`src/design/bmc_pkg.sv`:
```
package bmc_pkg;

  // counter width default and fixed level table size
  localparam int TIMER_BITS_DEF = 16;
  localparam int LEVEL_COUNT    = 16;

  localparam logic [6:0] RAW_FALLBACK = 7'd56;
  localparam logic [6:0] RAW_RESET    = 7'd56;

  // action codes
  localparam logic [2:0] ACT_TICK   = 3'd0;
  localparam logic [2:0] ACT_ON     = 3'd1;
  localparam logic [2:0] ACT_OFF    = 3'd2;
  localparam logic [2:0] ACT_BLINK  = 3'd3;
  localparam logic [2:0] ACT_TOGGLE = 3'd4;
  localparam logic [2:0] ACT_LEVEL  = 3'd5;

  // target codes
  localparam logic [1:0] TGT_SCREEN = 2'd0;
  localparam logic [1:0] TGT_KEYS   = 2'd1;
  localparam logic [1:0] TGT_BOTH   = 2'd2;
  localparam logic [1:0] TGT_NONE   = 2'd3;

  // error codes
  localparam logic [1:0] ERR_OK        = 2'd0;
  localparam logic [1:0] ERR_BLINK_ARG = 2'd1;
  localparam logic [1:0] ERR_TARGET    = 2'd2;

  typedef struct packed {
    logic [2:0]  action;
    logic [1:0]  target;
    logic [15:0] duration;
    logic [15:0] on_time;
    logic [15:0] off_time;
    logic [4:0]  level;
  } bmc_in_t;

  typedef struct packed {
    logic       screen_lit;
    logic       keys_lit;
    logic       screen_blinking;
    logic       keys_blinking;
    logic [6:0] brightness_raw;
    logic [4:0] brightness_step;
    logic [1:0] error_code;
  } bmc_out_t;

  // per channel control from the decoder
  typedef struct packed {
    logic       tick;
    logic       sel;
    logic [2:0] kind;
    logic       pre_sw;
  } bmc_chan_ctl_t;

  // per channel status back to the top
  typedef struct packed {
    logic hold_fire;
    logic blink_fire;
    logic lit_nxt;
    logic blink_nxt;
  } bmc_chan_sts_t;

  // brightness status back to the top
  typedef struct packed {
    logic       hold_fire;
    logic [6:0] raw_nxt;
    logic [4:0] step_nxt;
  } bmc_bright_sts_t;

  function automatic logic [6:0] level_to_raw(input logic [3:0] idx);
    logic [6:0] r;
    unique case (idx)
      4'd0:    r = 7'd0;
      4'd1:    r = 7'd13;
      4'd2:    r = 7'd17;
      4'd3:    r = 7'd23;
      4'd4:    r = 7'd29;
      4'd5:    r = 7'd35;
      4'd6:    r = 7'd41;
      4'd7:    r = 7'd47;
      4'd8:    r = 7'd53;
      4'd9:    r = 7'd59;
      4'd10:   r = 7'd65;
      4'd11:   r = 7'd71;
      4'd12:   r = 7'd77;
      4'd13:   r = 7'd83;
      4'd14:   r = 7'd89;
      default: r = 7'd100;
    endcase
    return r;
  endfunction

  // lower bound of each readback level
  function automatic logic [6:0] raw_threshold(input logic [3:0] idx);
    logic [6:0] r;
    unique case (idx)
      4'd0:    r = 7'd0;
      4'd1:    r = 7'd13;
      4'd2:    r = 7'd14;
      4'd3:    r = 7'd18;
      4'd4:    r = 7'd24;
      4'd5:    r = 7'd30;
      4'd6:    r = 7'd36;
      4'd7:    r = 7'd42;
      4'd8:    r = 7'd48;
      4'd9:    r = 7'd54;
      4'd10:   r = 7'd60;
      4'd11:   r = 7'd66;
      4'd12:   r = 7'd72;
      4'd13:   r = 7'd78;
      4'd14:   r = 7'd84;
      default: r = 7'd90;
    endcase
    return r;
  endfunction

  // thresholds rise monotonically, so the level is one plus the count passed
  function automatic logic [4:0] raw_to_step(input logic [6:0] raw);
    logic [4:0] cnt;
    cnt = 5'd1;
    for (int i = 1; i < LEVEL_COUNT; i++) begin
      if (raw >= raw_threshold(4'(i))) begin
        cnt = cnt + 5'd1;
      end
    end
    return cnt;
  endfunction

endpackage

```
`src/design/bmc_if.sv`:
```
interface bmc_in_if;
  logic              valid;
  logic              ready;
  bmc_pkg::bmc_in_t  data;

  modport source (output valid, output data, input ready);
  modport sink   (input valid, input data, output ready);
endinterface

interface bmc_out_if;
  logic              valid;
  logic              ready;
  bmc_pkg::bmc_out_t data;

  modport source (output valid, output data, input ready);
  modport sink   (input valid, input data, output ready);
endinterface

```
`src/design/bmc_chan.sv`:
```
module bmc_chan #(
  parameter int TIMER_BITS = bmc_pkg::TIMER_BITS_DEF
) (
  input  logic                   clk,
  input  logic                   rst_n,
  input  logic                   upd,
  input  bmc_pkg::bmc_chan_ctl_t ctl,
  input  logic [TIMER_BITS-1:0]  dur,
  input  logic [TIMER_BITS-1:0]  on_t,
  input  logic [TIMER_BITS-1:0]  off_t,
  output bmc_pkg::bmc_chan_sts_t sts
);

  localparam logic [TIMER_BITS-1:0] ONE = TIMER_BITS'(1);

  logic                  lit_r, lit_nxt;
  logic                  blink_r, blink_nxt;
  logic [TIMER_BITS-1:0] on_r, on_nxt;
  logic [TIMER_BITS-1:0] off_r, off_nxt;
  logic                  sv_lit_r, sv_lit_nxt;
  logic                  sv_blink_r, sv_blink_nxt;
  logic [TIMER_BITS-1:0] sv_on_r, sv_on_nxt;
  logic [TIMER_BITS-1:0] sv_off_r, sv_off_nxt;
  logic [TIMER_BITS-1:0] hold_r, hold_nxt;
  logic [TIMER_BITS-1:0] cnt_r, cnt_nxt;
  logic                  hold_fire;
  logic                  blink_fire;

  assign hold_fire  = (hold_r == ONE);
  assign blink_fire = (cnt_r == ONE);

  always_comb begin
    lit_nxt      = lit_r;
    blink_nxt    = blink_r;
    on_nxt       = on_r;
    off_nxt      = off_r;
    sv_lit_nxt   = sv_lit_r;
    sv_blink_nxt = sv_blink_r;
    sv_on_nxt    = sv_on_r;
    sv_off_nxt   = sv_off_r;
    hold_nxt     = hold_r;
    cnt_nxt      = cnt_r;
    if (ctl.tick) begin
      hold_nxt = (hold_r != '0) ? hold_r - ONE : '0;
      if (hold_fire) begin
        // fall back to the saved mode, pending blink expiry is dropped
        lit_nxt   = sv_lit_r;
        blink_nxt = sv_blink_r;
        on_nxt    = sv_on_r;
        off_nxt   = sv_off_r;
        cnt_nxt   = sv_blink_r ? (sv_lit_r ? sv_on_r : sv_off_r) : '0;
      end else if (blink_fire) begin
        lit_nxt = !lit_r;
        // an earlier reload in the same tick picks the interval of the old state
        cnt_nxt = ctl.pre_sw ? (lit_r ? on_r : off_r) : (lit_r ? off_r : on_r);
      end else begin
        cnt_nxt = (cnt_r != '0) ? cnt_r - ONE : '0;
      end
    end else if (ctl.sel) begin
      if (ctl.kind == bmc_pkg::ACT_ON) begin
        lit_nxt = 1'b1;
      end else if (ctl.kind == bmc_pkg::ACT_OFF) begin
        lit_nxt = 1'b0;
      end else begin
        lit_nxt = !lit_r;
      end
      blink_nxt = (ctl.kind == bmc_pkg::ACT_BLINK);
      on_nxt    = on_t;
      off_nxt   = off_t;
      if (dur == '0) begin
        sv_lit_nxt   = lit_nxt;
        sv_blink_nxt = blink_nxt;
        sv_on_nxt    = on_t;
        sv_off_nxt   = off_t;
      end
      // a running blink interval keeps its count
      if (blink_nxt) begin
        cnt_nxt = (cnt_r == '0) ? (lit_nxt ? on_t : off_t) : cnt_r;
      end else begin
        cnt_nxt = '0;
      end
      hold_nxt = dur;
    end
  end

  assign sts.hold_fire  = hold_fire;
  assign sts.blink_fire = blink_fire;
  assign sts.lit_nxt    = lit_nxt;
  assign sts.blink_nxt  = blink_nxt;

  always_ff @(posedge clk) begin
    if (!rst_n) begin
      lit_r      <= 1'b1;
      blink_r    <= 1'b0;
      on_r       <= '0;
      off_r      <= '0;
      sv_lit_r   <= 1'b1;
      sv_blink_r <= 1'b0;
      sv_on_r    <= '0;
      sv_off_r   <= '0;
      hold_r     <= '0;
      cnt_r      <= '0;
    end else if (upd) begin
      lit_r      <= lit_nxt;
      blink_r    <= blink_nxt;
      on_r       <= on_nxt;
      off_r      <= off_nxt;
      sv_lit_r   <= sv_lit_nxt;
      sv_blink_r <= sv_blink_nxt;
      sv_on_r    <= sv_on_nxt;
      sv_off_r   <= sv_off_nxt;
      hold_r     <= hold_nxt;
      cnt_r      <= cnt_nxt;
    end
  end

endmodule

```
`src/design/bmc_bright.sv`:
```
module bmc_bright #(
  parameter int TIMER_BITS = bmc_pkg::TIMER_BITS_DEF
) (
  input  logic                     clk,
  input  logic                     rst_n,
  input  logic                     upd,
  input  logic                     tick,
  input  logic                     set,
  input  logic [4:0]               level,
  input  logic [TIMER_BITS-1:0]    dur,
  input  logic                     cfg_we,
  input  logic [6:0]               cfg_wdata,
  output bmc_pkg::bmc_bright_sts_t sts
);

  localparam logic [TIMER_BITS-1:0] ONE = TIMER_BITS'(1);

  logic [6:0]            now_r, now_nxt;
  logic [6:0]            saved_r, saved_nxt;
  logic [TIMER_BITS-1:0] hold_r, hold_nxt;
  logic [TIMER_BITS-1:0] dur_eff;
  logic [6:0]            raw;
  logic                  hold_fire;

  assign hold_fire = (hold_r == ONE);

  always_comb begin
    now_nxt   = now_r;
    saved_nxt = saved_r;
    hold_nxt  = hold_r;
    dur_eff   = dur;
    raw       = bmc_pkg::RAW_FALLBACK;
    if (tick) begin
      hold_nxt = (hold_r != '0) ? hold_r - ONE : '0;
      if (hold_fire) begin
        now_nxt = saved_r;
      end
    end else if (set) begin
      // level zero restores the saved value as a permanent setting
      if (level == 5'd0) begin
        raw     = saved_r;
        dur_eff = '0;
      end else if (level <= 5'(bmc_pkg::LEVEL_COUNT)) begin
        raw = bmc_pkg::level_to_raw(4'(level - 5'd1));
      end
      now_nxt = raw;
      if (dur_eff == '0) begin
        saved_nxt = raw;
      end
      hold_nxt = dur_eff;
    end
  end

  assign sts.hold_fire = hold_fire;
  assign sts.raw_nxt   = now_nxt;
  assign sts.step_nxt  = bmc_pkg::raw_to_step(now_nxt);

  always_ff @(posedge clk) begin
    if (!rst_n) begin
      now_r   <= bmc_pkg::RAW_RESET;
      saved_r <= bmc_pkg::RAW_RESET;
      hold_r  <= '0;
    end else if (cfg_we) begin
      now_r   <= cfg_wdata;
      saved_r <= cfg_wdata;
    end else if (upd) begin
      now_r   <= now_nxt;
      saved_r <= saved_nxt;
      hold_r  <= hold_nxt;
    end
  end

endmodule

```
`src/design/backlight_mode_controller_unit.sv`:
```
// Backlight mode controller: screen and keys backlight channels plus screen
// brightness. Each command item (tick, on, off, blink, toggle, set level)
// gives exactly one result item with both channel states, blink flags, raw
// brightness, its readback step and an error code. An item waits in an input
// register until the result register is free; the whole state update is one
// pass of mux and decrement logic into the state and result registers, so
// the block takes one item per cycle; only a stalled result register holds
// the input side back. The cfg port loads the current and saved brightness;
// the user must see that it is written while no item is in flight, as the
// block itself does not enforce it. No clearing pass is needed after reset.
module backlight_mode_controller_unit #(
  parameter int TIMER_BITS = bmc_pkg::TIMER_BITS_DEF
) (
  input  logic             clk,
  input  logic             rst_n,
  input  logic             cfg_we,
  input  logic [6:0]       cfg_wdata,
  bmc_in_if.sink           in_ch,
  bmc_out_if.source        out_ch
);

  // largest count a timer holds; longer requests saturate to it
  localparam logic [31:0] TIMER_MAX = 32'((64'd1 << TIMER_BITS) - 64'd1);

  function automatic logic [TIMER_BITS-1:0] sat_cnt(input logic [15:0] v);
    logic [31:0] w;
    w = 32'(v);
    if (w > TIMER_MAX) begin
      return TIMER_BITS'(TIMER_MAX);
    end
    return TIMER_BITS'(w);
  endfunction

  // input register stage
  bmc_pkg::bmc_in_t  in_r;
  logic              in_vld_r;
  // result register stage
  bmc_pkg::bmc_out_t out_r, out_nxt;
  logic              out_vld_r;

  logic s_fire;

  // decode
  logic [2:0]            act;
  logic [1:0]            tgt;
  logic                  is_tick;
  logic                  is_chan_cmd;
  logic                  bad_blink;
  logic                  cmd_ok;
  logic [TIMER_BITS-1:0] dur_s;
  logic [TIMER_BITS-1:0] on_s;
  logic [TIMER_BITS-1:0] off_s;
  logic [1:0]            err;

  bmc_pkg::bmc_chan_ctl_t   scr_ctl, keys_ctl;
  bmc_pkg::bmc_chan_sts_t   scr_sts, keys_sts;
  bmc_pkg::bmc_bright_sts_t br_sts;

  // the item in the input register moves on when the result register frees
  assign s_fire      = in_vld_r && (!out_vld_r || out_ch.ready);
  assign in_ch.ready = !in_vld_r || s_fire;

  assign act = in_r.action;
  assign tgt = in_r.target;

  assign is_tick     = (act == bmc_pkg::ACT_TICK);
  assign is_chan_cmd = (act == bmc_pkg::ACT_ON) || (act == bmc_pkg::ACT_OFF) ||
                       (act == bmc_pkg::ACT_BLINK) || (act == bmc_pkg::ACT_TOGGLE);
  // zero interval rejects the blink whatever the target
  assign bad_blink   = (act == bmc_pkg::ACT_BLINK) &&
                       ((in_r.on_time == 16'd0) || (in_r.off_time == 16'd0));
  assign cmd_ok      = is_chan_cmd && !bad_blink && (tgt != bmc_pkg::TGT_NONE);

  assign dur_s = sat_cnt(in_r.duration);
  // only a blink carries intervals, everything else clears them
  assign on_s  = (act == bmc_pkg::ACT_BLINK) ? sat_cnt(in_r.on_time) : '0;
  assign off_s = (act == bmc_pkg::ACT_BLINK) ? sat_cnt(in_r.off_time) : '0;

  always_comb begin
    priority if (bad_blink) begin
      err = bmc_pkg::ERR_BLINK_ARG;
    end else if (is_chan_cmd && (tgt == bmc_pkg::TGT_NONE)) begin
      err = bmc_pkg::ERR_TARGET;
    end else begin
      err = bmc_pkg::ERR_OK;
    end
  end

  // within one tick every fall-back reloads idle blinkers before any blink
  // toggle, and a screen toggle reloads the keys ahead of their own toggle
  assign scr_ctl.tick    = is_tick;
  assign scr_ctl.sel     = cmd_ok && ((tgt == bmc_pkg::TGT_SCREEN) ||
                                      (tgt == bmc_pkg::TGT_BOTH));
  assign scr_ctl.kind    = act;
  assign scr_ctl.pre_sw  = keys_sts.hold_fire || br_sts.hold_fire;

  assign keys_ctl.tick   = is_tick;
  assign keys_ctl.sel    = cmd_ok && ((tgt == bmc_pkg::TGT_KEYS) ||
                                      (tgt == bmc_pkg::TGT_BOTH));
  assign keys_ctl.kind   = act;
  assign keys_ctl.pre_sw = scr_sts.hold_fire || br_sts.hold_fire || scr_sts.blink_fire;

  bmc_chan #(
    .TIMER_BITS (TIMER_BITS)
  ) u_scr (
    .clk   (clk),
    .rst_n (rst_n),
    .upd   (s_fire),
    .ctl   (scr_ctl),
    .dur   (dur_s),
    .on_t  (on_s),
    .off_t (off_s),
    .sts   (scr_sts)
  );

  bmc_chan #(
    .TIMER_BITS (TIMER_BITS)
  ) u_keys (
    .clk   (clk),
    .rst_n (rst_n),
    .upd   (s_fire),
    .ctl   (keys_ctl),
    .dur   (dur_s),
    .on_t  (on_s),
    .off_t (off_s),
    .sts   (keys_sts)
  );

  // set level ignores the target field
  bmc_bright #(
    .TIMER_BITS (TIMER_BITS)
  ) u_bright (
    .clk       (clk),
    .rst_n     (rst_n),
    .upd       (s_fire),
    .tick      (is_tick),
    .set       (act == bmc_pkg::ACT_LEVEL),
    .level     (in_r.level),
    .dur       (dur_s),
    .cfg_we    (cfg_we),
    .cfg_wdata (cfg_wdata),
    .sts       (br_sts)
  );

  // result shows the state after the item
  always_comb begin
    out_nxt.screen_lit      = scr_sts.lit_nxt;
    out_nxt.keys_lit        = keys_sts.lit_nxt;
    out_nxt.screen_blinking = scr_sts.blink_nxt;
    out_nxt.keys_blinking   = keys_sts.blink_nxt;
    out_nxt.brightness_raw  = br_sts.raw_nxt;
    out_nxt.brightness_step = br_sts.step_nxt;
    out_nxt.error_code      = err;
  end

  always_ff @(posedge clk) begin
    if (!rst_n) begin
      in_vld_r  <= 1'b0;
      out_vld_r <= 1'b0;
    end else begin
      if (in_ch.ready) begin
        in_vld_r <= in_ch.valid;
      end
      if (s_fire) begin
        out_vld_r <= 1'b1;
      end else if (out_ch.ready) begin
        out_vld_r <= 1'b0;
      end
    end
  end

  // payload registers
  always_ff @(posedge clk) begin
    if (in_ch.valid && in_ch.ready) begin
      in_r <= in_ch.data;
    end
    if (s_fire) begin
      out_r <= out_nxt;
    end
  end

  assign out_ch.valid = out_vld_r;
  assign out_ch.data  = out_r;

endmodule

```
`src/flat_wrapper.sv`:
```
// flat-port wrapper written by rule: the top's interface ports become plain ports
module backlight_mode_controller_unit_flat 
#(
  parameter int TIMER_BITS = bmc_pkg::TIMER_BITS_DEF
)
  (clk, rst_n, cfg_we, cfg_wdata, in_ch_valid, in_ch_data, in_ch_ready, out_ch_valid, out_ch_data, out_ch_ready);
  bmc_in_if in_ch_i ();
  bmc_out_if out_ch_i ();
  input  logic clk;
  input  logic rst_n;
  input  logic cfg_we;
  input  logic [6:0] cfg_wdata;
  input wire logic [$bits(in_ch_i.valid)-1:0] in_ch_valid;
  input wire logic [$bits(in_ch_i.data)-1:0] in_ch_data;
  output wire logic [$bits(in_ch_i.ready)-1:0] in_ch_ready;
  output wire logic [$bits(out_ch_i.valid)-1:0] out_ch_valid;
  output wire logic [$bits(out_ch_i.data)-1:0] out_ch_data;
  input wire logic [$bits(out_ch_i.ready)-1:0] out_ch_ready;
  assign in_ch_i.valid = in_ch_valid;
  assign in_ch_i.data = in_ch_data;
  assign in_ch_ready = in_ch_i.ready;
  assign out_ch_valid = out_ch_i.valid;
  assign out_ch_data = out_ch_i.data;
  assign out_ch_i.ready = out_ch_ready;
  backlight_mode_controller_unit #(.TIMER_BITS(TIMER_BITS)) u_core (.clk(clk), .rst_n(rst_n), .cfg_we(cfg_we), .cfg_wdata(cfg_wdata), .in_ch(in_ch_i), .out_ch(out_ch_i));
endmodule
```
`config.mk`:
```
export PLATFORM = sky130hd
export DESIGN_NAME = backlight_mode_controller_unit_flat
export DESIGN_NICKNAME = d
export VERILOG_FILES = /design/src/design/bmc_pkg.sv /design/src/design/bmc_if.sv /design/src/design/bmc_chan.sv /design/src/design/bmc_bright.sv /design/src/design/backlight_mode_controller_unit.sv /design/src/flat_wrapper.sv
export SDC_FILE = /design/constraint.sdc
export NUM_CORES = 1
export LEC_CHECK = 0
export ABC_CLOCK_PERIOD_IN_PS = 9140
export BUFFER_PORTS_ARGS = -buffer_cell sky130_fd_sc_hd__clkbuf_2
export CORE_MARGIN = 5
export CORE_UTILIZATION = 40
export CTS_BUF_LIST = sky130_fd_sc_hd__clkbuf_8
export DETAILED_ROUTE_END_ITERATION = 8
export GPL_ROUTABILITY_DRIVEN = 0
export SLEW_MARGIN = 0
export SYNTH_ARGS = -nofsm -noshare
export SYNTH_HDL_FRONTEND = slang
export SYNTH_SLANG_ARGS = --single-unit
```
`constraint.sdc`:
```
create_clock -name clk -period 9.14 [get_ports clk]
set_input_delay 1.828 -clock clk [delete_from_list [all_inputs] [get_ports clk]]
set_output_delay 1.828 -clock clk [all_outputs]
set_load 0.02 [all_outputs]
```
==> impl_metrics.csv, run 1 <==
group,metric,value,unit
critical_path,setup.worst_path.start_class,"flip-flop",
final_layout,fin_cells,2790,
power,total_power,4.10,mW
grt,grt_overflow,0,
outcome,status,"finished clean",
timing,finalCritPeriodShare,0.954,
timing,timing.final.ws_setup,423,ps
final_layout,regMostFlops,"u_core.in_r",
cts,clk_pin_slew,70,ps
critical_path,worstSetupEndpointType,"flip-flop",
timing,whs,482,ps
final_layout,layout_commonest_cell,"nand2_1",
power,ir_worst_vdd,0.000108,V
cts,cts_tree,"done",
place,port_buffers,89,
die,core_area,44000,um^2
cts,ctsLongestPathBuffers,3,
final_layout,final_area,20400,um^2
logic_synthesis,synth_cell_type_count,91,
cts,clock_sinks,308,
final_layout,final_cell_mix,"299 x nand2_1, 232 x dfxtp_1, 157 x o21ai_0",
power,power_density,201,nW/um^2
timing,skew,39.9,ps
logic_synthesis,synth_seq_area_share,0.391,
power,power.leakage,9.09,nW
logic_synthesis,synth_cells,2062,
grt,grt_pass1_wl,82.1,mm
die,dieWidth,221,um
drt,wl_met2,24.4,mm
timing,fin_crit,8720,ps
job,maxCapViolCount,0,
logic_synthesis,synth_enable_flop_cells,76,
drt,wl_met3,3.33,mm
final_layout,syn2layout_area_growth,15.3,%
critical_path,crit_arrival,9110,ps
die,die-area,48600,um^2
timing,hold_violations,0,
critical_path,worstPathMaxFanout,5,
drt,viasPerCell,5.74,
place,placed_cells,2670,
drt,drt-wirelength-per-cell,18.9,um
critical_path,critical_path_class,"flip-flop to flip-flop",
grt,grt_antenna_before_repair,0,
grt,grt_max_degree,118,
place,place_ws,-109,ps
drt,dr.max_layer_used,"met4",
critical_path,worst-endpoint-required,9530,ps
logic_synthesis,ys_ff_latch,308,
critical_path,critPathSlowestCell,"fa_2",
logic_synthesis,netlist_area,17700,um^2
timing,tightest_slew,1210,ps
drt,postRouteAntennaNets,0,
final_layout,layout-drive-gt1-share,0.155,
timing,fmax,115,MHz
cts,root_buffer,"clkbuf_8",
logic_synthesis,yosys-top-cells-area,"dfxtp_1 26%, edfxtp_1 13%, nand2_1 6.4%, mux2i_1 6.4%, o211a_1 5.8%",
place,hpwl,35.3,mm
drt,drt_pass1_iterations,5,
cts,cts_buffers,54,
logic_synthesis,synth-main-ff-cell,"dfxtp_1",
die,initial_core_util,0.403,
drt,drt_iter0_markers,1394,
final_layout,final_core_util,0.464,
drt,vias,16000,
cts,insertion_delay,670,ps
drt,wl_met1,24.0,mm
timing,slew_headroom,0.185,
critical_path,crit_path_max_incr_delay,580,ps
logic_synthesis,avgSynthCellArea,8.60,um^2
final_layout,diodes,0,
grt,first_global_vias,15000,
hold_path,worstHoldPathType,"flip-flop to flip-flop",
place,placed_area,19000,um^2
logic_synthesis,synth_fp_nets,2165,
timing,setup_viol,0,
cts,hold_buffers,0,
die,std_cell_rows,77,
logic_synthesis,synthArstFlopShare,0,
logic_synthesis,synth_top_area_frac,0.262,
final_layout,largest_register_ffs,37,
die,die_h,221,um
cts,cts_max_level,2,
final_layout,nets,2258,
timing,finalSetupTns,0,ps
logic_synthesis,yosysWarnings,0,
grt,grt_usage,0.209,
timing,maxSlewViolCount,0,
die,io_pins,90,
logic_synthesis,synth_largest_area_cell,"dfxtp_1",
drt,wirelength,52.6,mm
drt,drc,0,
-- per-layer routing --
layer  vias up  global-route usage
met5         -                   0
met4         0              0.0455
met3        67              0.0387
met2       502               0.346
met1      7720               0.287
li1       7713                   -
-- layout make-up --
type	count	area [um^2]
inverters	43	161
clock buffers	57	785
multi-input cells	1573	10500
flip-flops and latches	308	6930
fillers	4311	23600
repair buffers	175	1120
clock inverters	42	231
well taps	592	741
-- synth_stat cells, drive strengths merged, types with 4 or more instances --
master  count
mux2        4
a211oi      7
ha         32
nor4       29
o32ai       4
nor2       86
o21ai     170
o211a     103
dfxtp     232
o31ai      11
o41ai       6
o211ai     12
o221ai      5
or4         7
or3        13
o22ai      64
nor2b      34
clkbuf    117
and2       88
o21a        6
mux2i     113
a221o       4
xnor2      46
nand2     303
a22o        7
a31oi       9
a21o        7
a221oi      4
buf        21
nor3       34
edfxtp     76
and3       19
a21oi     105
nor3b       8
nand3      98
a21boi     17
xor2       23
nand3b      5
or2         4
inv        43
nand2b     14
a22oi      23
nand4      13
-- report_power, final --
| group | internal, mW | switching (mW) |
|---|---|---|
| combinational | 0.602 | 0.758 |
| sequential | 1.47 | 0.0519 |
| clock | 0.613 | 0.605 |
| total | 2.69 | 1.42 |
-- critical path, delay by kind of cell, from the launching register on --
kind / cells / cell delay [ps]
buffers and inverters: 3 / 220
adder cells (fa/ha/maj): 8 / 2300
multiplexers: 2 / 550
AO/OA/AOI/OAI: 14 / 2050
AND/OR/NAND/NOR: 13 / 2300
XOR/XNOR: 5 / 700
flip-flops: 1 / 320
-- final timing paths --
path | from | endpoint | slack (ps) | cells after the start
max | u_core.u_bright.hold_r[4] | u_core.out_ch.data[6] | 420 | 45
min | u_core.u_keys.hold_r[6] | u_core.u_keys.hold_r[6] | 480 | 2
max reg2reg | u_core.u_bright.hold_r[4] | u_core.out_ch.data[6] | 420 | 45
min reg2reg | u_core.u_keys.hold_r[6] | u_core.u_keys.hold_r[6] | 480 | 2
-- kinds of logic after synthesis --
logic type	synth area share
and+or+nand+nor	0.211
AOI/OAI and AO/OA	0.227
DFF	0.391
buffers and inverters	0.0394
muxes	0.0663
xor gates and xnor gates	0.0418
adders and majority gates	0.0237
-- timing repair --
| item | in CTS | in global routing |
|---|---|---|
| resized for setup | 5 | 47 |
| cloned | 0 | 0 |
| setup endpoints to repair | 1 | 4 |
| pin swaps | 3 | 26 |
| setup buffers | 3 | 18 |
Note: power is estimated with default switching activity, not from simulation.
==> run 2, diff against run 1 <==
CELL_PAD_IN_SITES_DETAIL_PLACEMENT = 2   (was default)
CELL_PAD_IN_SITES_GLOBAL_PLACEMENT = 2   (was default)
CORE_UTILIZATION = 36   (was 40)
PLACE_DENSITY_LB_ADDON = 0.1   (was default)
SLEW_MARGIN = 20   (was 0)
==> run 2 against run 1 <==
  * Utilization shrank 3.6 points
  * Maximum frequency shrank 4.0%
  * Final cell count grew 3.9%
  * Worst setup slack lost 360 ps
==> impl_metrics.csv, run 2 (synthesis results as in run 1) <==
group,metric,value,unit
outcome,status,"finished clean",
die,die_h,232,um
drt,viasPerCell,5.71,
timing,fmax,110,MHz
place,hpwl,45.0,mm
critical_path,r2r_start,"u_core.in_r[1]",
final_layout,layout_commonest_cell,"nand2_1",
job,maxCapViolCount,0,
final_layout,final_cell_mix,"299 x nand2_1, 230 x dfxtp_1, 153 x o21ai_0",
final_layout,layout-drive-gt1-share,0.176,
cts,hold_buffers,0,
drt,drt_pass1_iterations,5,
power,p_sw,1.58,mW
timing,tightest_slew,1090,ps
grt,grtUsageMet3,0.0297,
final_layout,fillers,5448,
place,port_buffers,89,
grt,grt.met2_usage,0.417,
timing,finalCritPeriodShare,0.993,
critical_path,setup.worst_path.start,"u_core.in_r[1]",
cts,cts_buffers,58,
final_layout,syn2layout_area_growth,18.1,%
final_layout,final_area,20900,um^2
cts,ctsLongestPathBuffers,3,
drt,drt_iter0_markers,700,
grt,grt_overflow,0,
drt,drc,0,
hold_path,hold_end,"u_core.u_keys.hold_r[6]",
final_layout,multi_input_area,10500,um^2
power,pwr-share-comb,0.347,
cts,clock_sinks,308,
critical_path,setup.worst_path.start_class,"flip-flop",
grt,grt_pass1_wl,102,mm
cts,root_buffer,"clkbuf_8",
grt,busiest_layer,"met2",
power,power_density,213,nW/um^2
power,p_clk_frac,0.310,
place,place_ws,-374,ps
grt,use_met1,0.298,
timing,whs,477,ps
place,placed_area,19200,um^2
die,core_area,48800,um^2
power,p_int,2.87,mW
final_layout,nets,2287,
grt,grt_antenna_before_repair,0,
die,die-area,53800,um^2
critical_path,r2r_cells,48,
power,total_power,4.45,mW
power,swShare,0.355,
power,power.leakage,9.29,nW
critical_path,r2r_slack,60,ps
critical_path,critPathSlowestCell,"fa_2",
timing,rsz0062_at_grt,"true",
timing,timing.final.ws_setup,62.7,ps
die,io_pins,90,
critical_path,critical_path_class,"flip-flop to flip-flop",
drt,postRouteAntennaNets,0,
timing,maxSlewViolCount,0,
final_layout,largest_register_ffs,37,
timing,hold_violations,0,
critical_path,worstPathMaxFanout,6,
critical_path,worstSetupEndpointType,"flip-flop",
hold_path,hp-start,"u_core.u_keys.hold_r[6]",
final_layout,regMostFlops,"u_core.in_r",
grt,grt_usage,0.237,
final_layout,diodes,0,
drt,wirelength,67.1,mm
timing,slew_headroom,0.268,
timing,finalSetupTns,0,ps
critical_path,worst-endpoint-required,9550,ps
grt,first_global_vias,18000,
critical_path,crit_arrival,9490,ps
drt,vias,16500,
die,initial_core_util,0.363,
final_layout,regArea,6930,um^2
timing,skew,16.4,ps
grt,grt_max_degree,122,
die,std_cell_rows,81,
hold_path,worstHoldPathType,"flip-flop to flip-flop",
cts,clk_pin_slew,70,ps
timing,fin_crit,9080,ps
drt,drt-wirelength-per-cell,23.2,um
cts,cts_tree,"done",
power,ir_worst_vdd,0.000140,V
hold_path,whs_path_depth,2,
cts,insertion_delay,660,ps
cts,cts_max_level,2,
critical_path,reg2reg_to,"u_core.out_ch.data[6]",
timing,setup_viol,0,
power,seqPwrFrac,0.343,
critical_path,crit_path_max_incr_delay,600,ps
die,dieWidth,232,um
run 2: timing repair:
item	CTS	global route
pin swaps	5	32
endpoints found under the setup margin	2	4
setup buffers	5	28
endpoints found under the hold margin	0	0
resized for setup	14	60
run 2: worst max-delay path: cells and delay by family (launching register included):
kind	cells	cell delay, ps
flip-flops	1	400
XOR/XNOR	5	620
buffers and inverters	7	680
AO/OA/AOI/OAI	16	2840
AND/OR/NAND/NOR	9	1280
adder cells (fa/ha/maj)	9	2430
multiplexers	2	560
run 2: power by group through the flow:
stage | clock network [mW] | logic [mW] | registers, mW
after floorplan | 0 | 0.975 | 1.55
after global placement | 0 | 1.28 | 1.55
after detailed placement | 0 | 1.34 | 1.55
after CTS | 1.43 | 1.37 | 1.52
after global routing | 1.49 | 1.68 | 1.53
final | 1.38 | 1.54 | 1.53
run 2: routing by layer:
layer	share of wire	vias to the layer above
met5	0	-
met4	0.036	0
met3	0.030	111
met2	0.49	292
met1	0.44	8361
li1	-	7775
run 2: cell type report:
| type | count | share of cell area |
|---|---|---|
| inverter | 43 | 0.00771 |
| tap | 664 | 0.0397 |
| multi-input combinational | 1573 | 0.504 |
| clock buffer | 63 | 0.0414 |
| sequential | 308 | 0.331 |
| clock inverter | 47 | 0.0139 |
| timing repair buffer | 200 | 0.0631 |
run 2: how the worst max path moves through the flow:
stage | endpoint | slack [ps] | depth (start not counted)
6_report | u_core.out_ch.data[6] | 60 | 48
5_1_grt | u_core.out_ch.data[6] | -320 | 49
3_5_place_dp | u_core.out_ch.data[6] | -370 | 49
4_1_cts | u_core.out_ch.data[6] | 10 | 48
2_1_floorplan | u_core.out_ch.data[6] | 3 | 49
3_3_place_gp | u_core.out_ch.data[6] | 120 | 47
run 2: metrics by stage:
| stage | utilization | cells |
|---|---|---|
| floorplan | - | 2062 |
| CTS | 0.418 | 2870 |
| detailed placement | 0.393 | 2755 |
| finish | 0.429 | 2898 |
| global placement | 0.393 | 2755 |
| global route | 0.429 | 2898 |
==> run 3, diff against run 2 <==
CORE_UTILIZATION = 34   (was 36)
HOLD_SLACK_MARGIN = 0.12   (was default)
==> run 3 against run 2 <==
  * Worst setup slack better by 20 ps
  * Die area is 5.6% higher
  * Sequential cell count unchanged
  * Design area is 0.99% higher
  * Clock power is 6% higher
  * Hold slack got worse by 7.5 ps
  * Final cell count is 0.69% higher
  * Total power is 2.1% higher
  * Via count down 0.36%
  * Register-to-register slack improved by 20 ps
  * Sequential power hardly changed
  * Clock skew up 18 ps
==> impl_metrics.csv, run 3 (synthesis results as in run 1) <==
group,metric,value,unit
die,dieWidth,238,um
drt,viasPerCell,5.65,
drt,drt_pass1_iterations,5,
final_layout,multi_input_area,10700,um^2
die,std_cell_rows,83,
cts,ctsLongestPathBuffers,3,
cts,hold_buffers,0,
critical_path,critical_path_class,"flip-flop to flip-flop",
drt,drt_iter0_markers,774,
power,swShare,0.352,
timing,fin_crit,9060,ps
final_layout,final_area,21200,um^2
grt,grt_pass1_wl,102,mm
drt,vias,16500,
cts,insertion_delay,670,ps
cts,cts_max_level,2,
cts,cts_buffers,61,
final_layout,final_cell_mix,"300 x nand2_1, 231 x dfxtp_1, 154 x o21ai_0",
grt,grt_antenna_before_repair,0,
power,seqPwrFrac,0.335,
drt,drt-wirelength-per-cell,22.9,um
timing,finalCritPeriodShare,0.991,
final_layout,largest_register_ffs,37,
place,port_buffers,89,
cts,clk_pin_slew,60,ps
outcome,status,"finished clean",
power,p_sw,1.60,mW
power,p_int,2.95,mW
final_layout,diodes,0,
grt,grt_usage,0.223,
grt,grt_overflow,0,
die,io_pins,90,
cts,root_buffer,"clkbuf_8",
critical_path,setup.worst_path.start_class,"flip-flop",
hold_path,worstHoldPathType,"flip-flop to flip-flop",
cts,clock_sinks,308,
drt,wirelength,66.9,mm
power,p_clk_frac,0.321,
die,die-area,56800,um^2
grt,first_global_vias,17700,
final_layout,nets,2290,
timing,maxSlewViolCount,0,
die,die_h,238,um
critical_path,crit_arrival,9450,ps
power,pwr-share-comb,0.344,
hold_path,hp-start,"u_core.u_keys.hold_r[6]",
place,placed_area,19300,um^2
final_layout,final_core_util,0.411,
timing,slew_headroom,0.262,
timing,skew,34.9,ps
grt,grt_max_degree,98,
drt,postRouteAntennaNets,0,
final_layout,fillers,5753,
place,hpwl,45.9,mm
critical_path,worstPathMaxFanout,7,
timing,setup_viol,0,
critical_path,worstSetupEndpointType,"flip-flop",
power,power_density,215,nW/um^2
critical_path,setup.worst_path.start,"u_core.in_r[1]",
final_layout,layout-drive-gt1-share,0.178,
cts,cts_tree,"done",
timing,hold_violations,0,
timing,fmax,110,MHz
final_layout,regMostFlops,"u_core.in_r",
critical_path,r2r_start,"u_core.in_r[1]",
power,power.leakage,9.41,nW
timing,tightest_slew,1100,ps
die,initial_core_util,0.344,
job,maxCapViolCount,0,
drt,drc,0,
final_layout,syn2layout_area_growth,19.3,%
die,core_area,51500,um^2
critical_path,worst-endpoint-required,9530,ps
final_layout,layout_commonest_cell,"nand2_1",
power,ir_worst_vdd,0.000134,V
critical_path,crit_path_max_incr_delay,610,ps
final_layout,regArea,6930,um^2
critical_path,critPathSlowestCell,"fa_2",
timing,rsz0062_at_grt,"true",
run 3: changes by cell type in the layout (fill, tap and decap cells not counted), sizes merged:
cell,before,now
bufinv,3,1
clkbuf,151,167
inv,53,72
clkinv,33,5
clkinvlp,1,0
run 3: path summary, 6_finish.rpt:
kind	cells after the start	to	slack, ps
worst max-delay path	47	u_core.out_ch.data[6]	80
worst min-delay path	2	u_core.u_keys.hold_r[6]	470
worst max register to register	47	u_core.out_ch.data[6]	80
worst min register to register	2	u_core.u_keys.hold_r[6]	470
run 3: layout make-up:
type,count,share of cell area
Multi-Input combinational cell,1573,0.504
Timing Repair Buffer,200,0.0609
Clock inverter,35,0.00834
Inverter,43,0.00763
Clock buffer,79,0.0514
Tap cell,680,0.0402
Sequential cell,308,0.327
run 3: power by group through the flow:
stage                     sequential [mW]  clock, mW  combinational, mW
after detailed placement             1.55          0               1.35
after global routing                 1.53       1.57               1.70
after global placement               1.55          0               1.30
after CTS                            1.52       1.51               1.40
after floorplan                      1.55          0              0.975
final                                1.52       1.46               1.57
run 3: repair_timing:
action	4_1_cts	5_1_grt
setup endpoints to repair	3	4
gates resized for setup	23	60
buffers inserted	4	20
pin swaps	9	32
run 3: worst max-delay path: cells and delay by family, from the launching register on:
family,cells,cell delay (ps)
buf+inv,6,760
xor+xnor,7,890
mux,2,410
fa+ha+maj,7,2060
compound gates,16,2880
flops,1,410
simple gates,9,1350
run 3: per-stage QoR:
step	power (mW)	std cells	setup TNS (ps)	worst slack [ps]	hold WS, ps
after global placement	2.85	2780	0	93.1	451
after floorplan	2.52	2062	0	2.97	436
after detailed placement	2.90	2780	-436	-405	466
after CTS	4.44	2898	0	50.4	474
final	4.55	2918	0	82.3	470
after global routing	4.80	2918	-624	-412	515
run 3: layer usage:
| metal | up-vias | track usage | wire (um) |
|---|---|---|---|
| met2 | 239 | 0.394 | 33300 |
| met3 | 107 | 0.0317 | 2000 |
| met5 | - | 0 | 0 |
| met1 | 8352 | 0.278 | 29300 |
| li1 | 7782 | - | - |
| met4 | 0 | 0.0803 | 2300 |
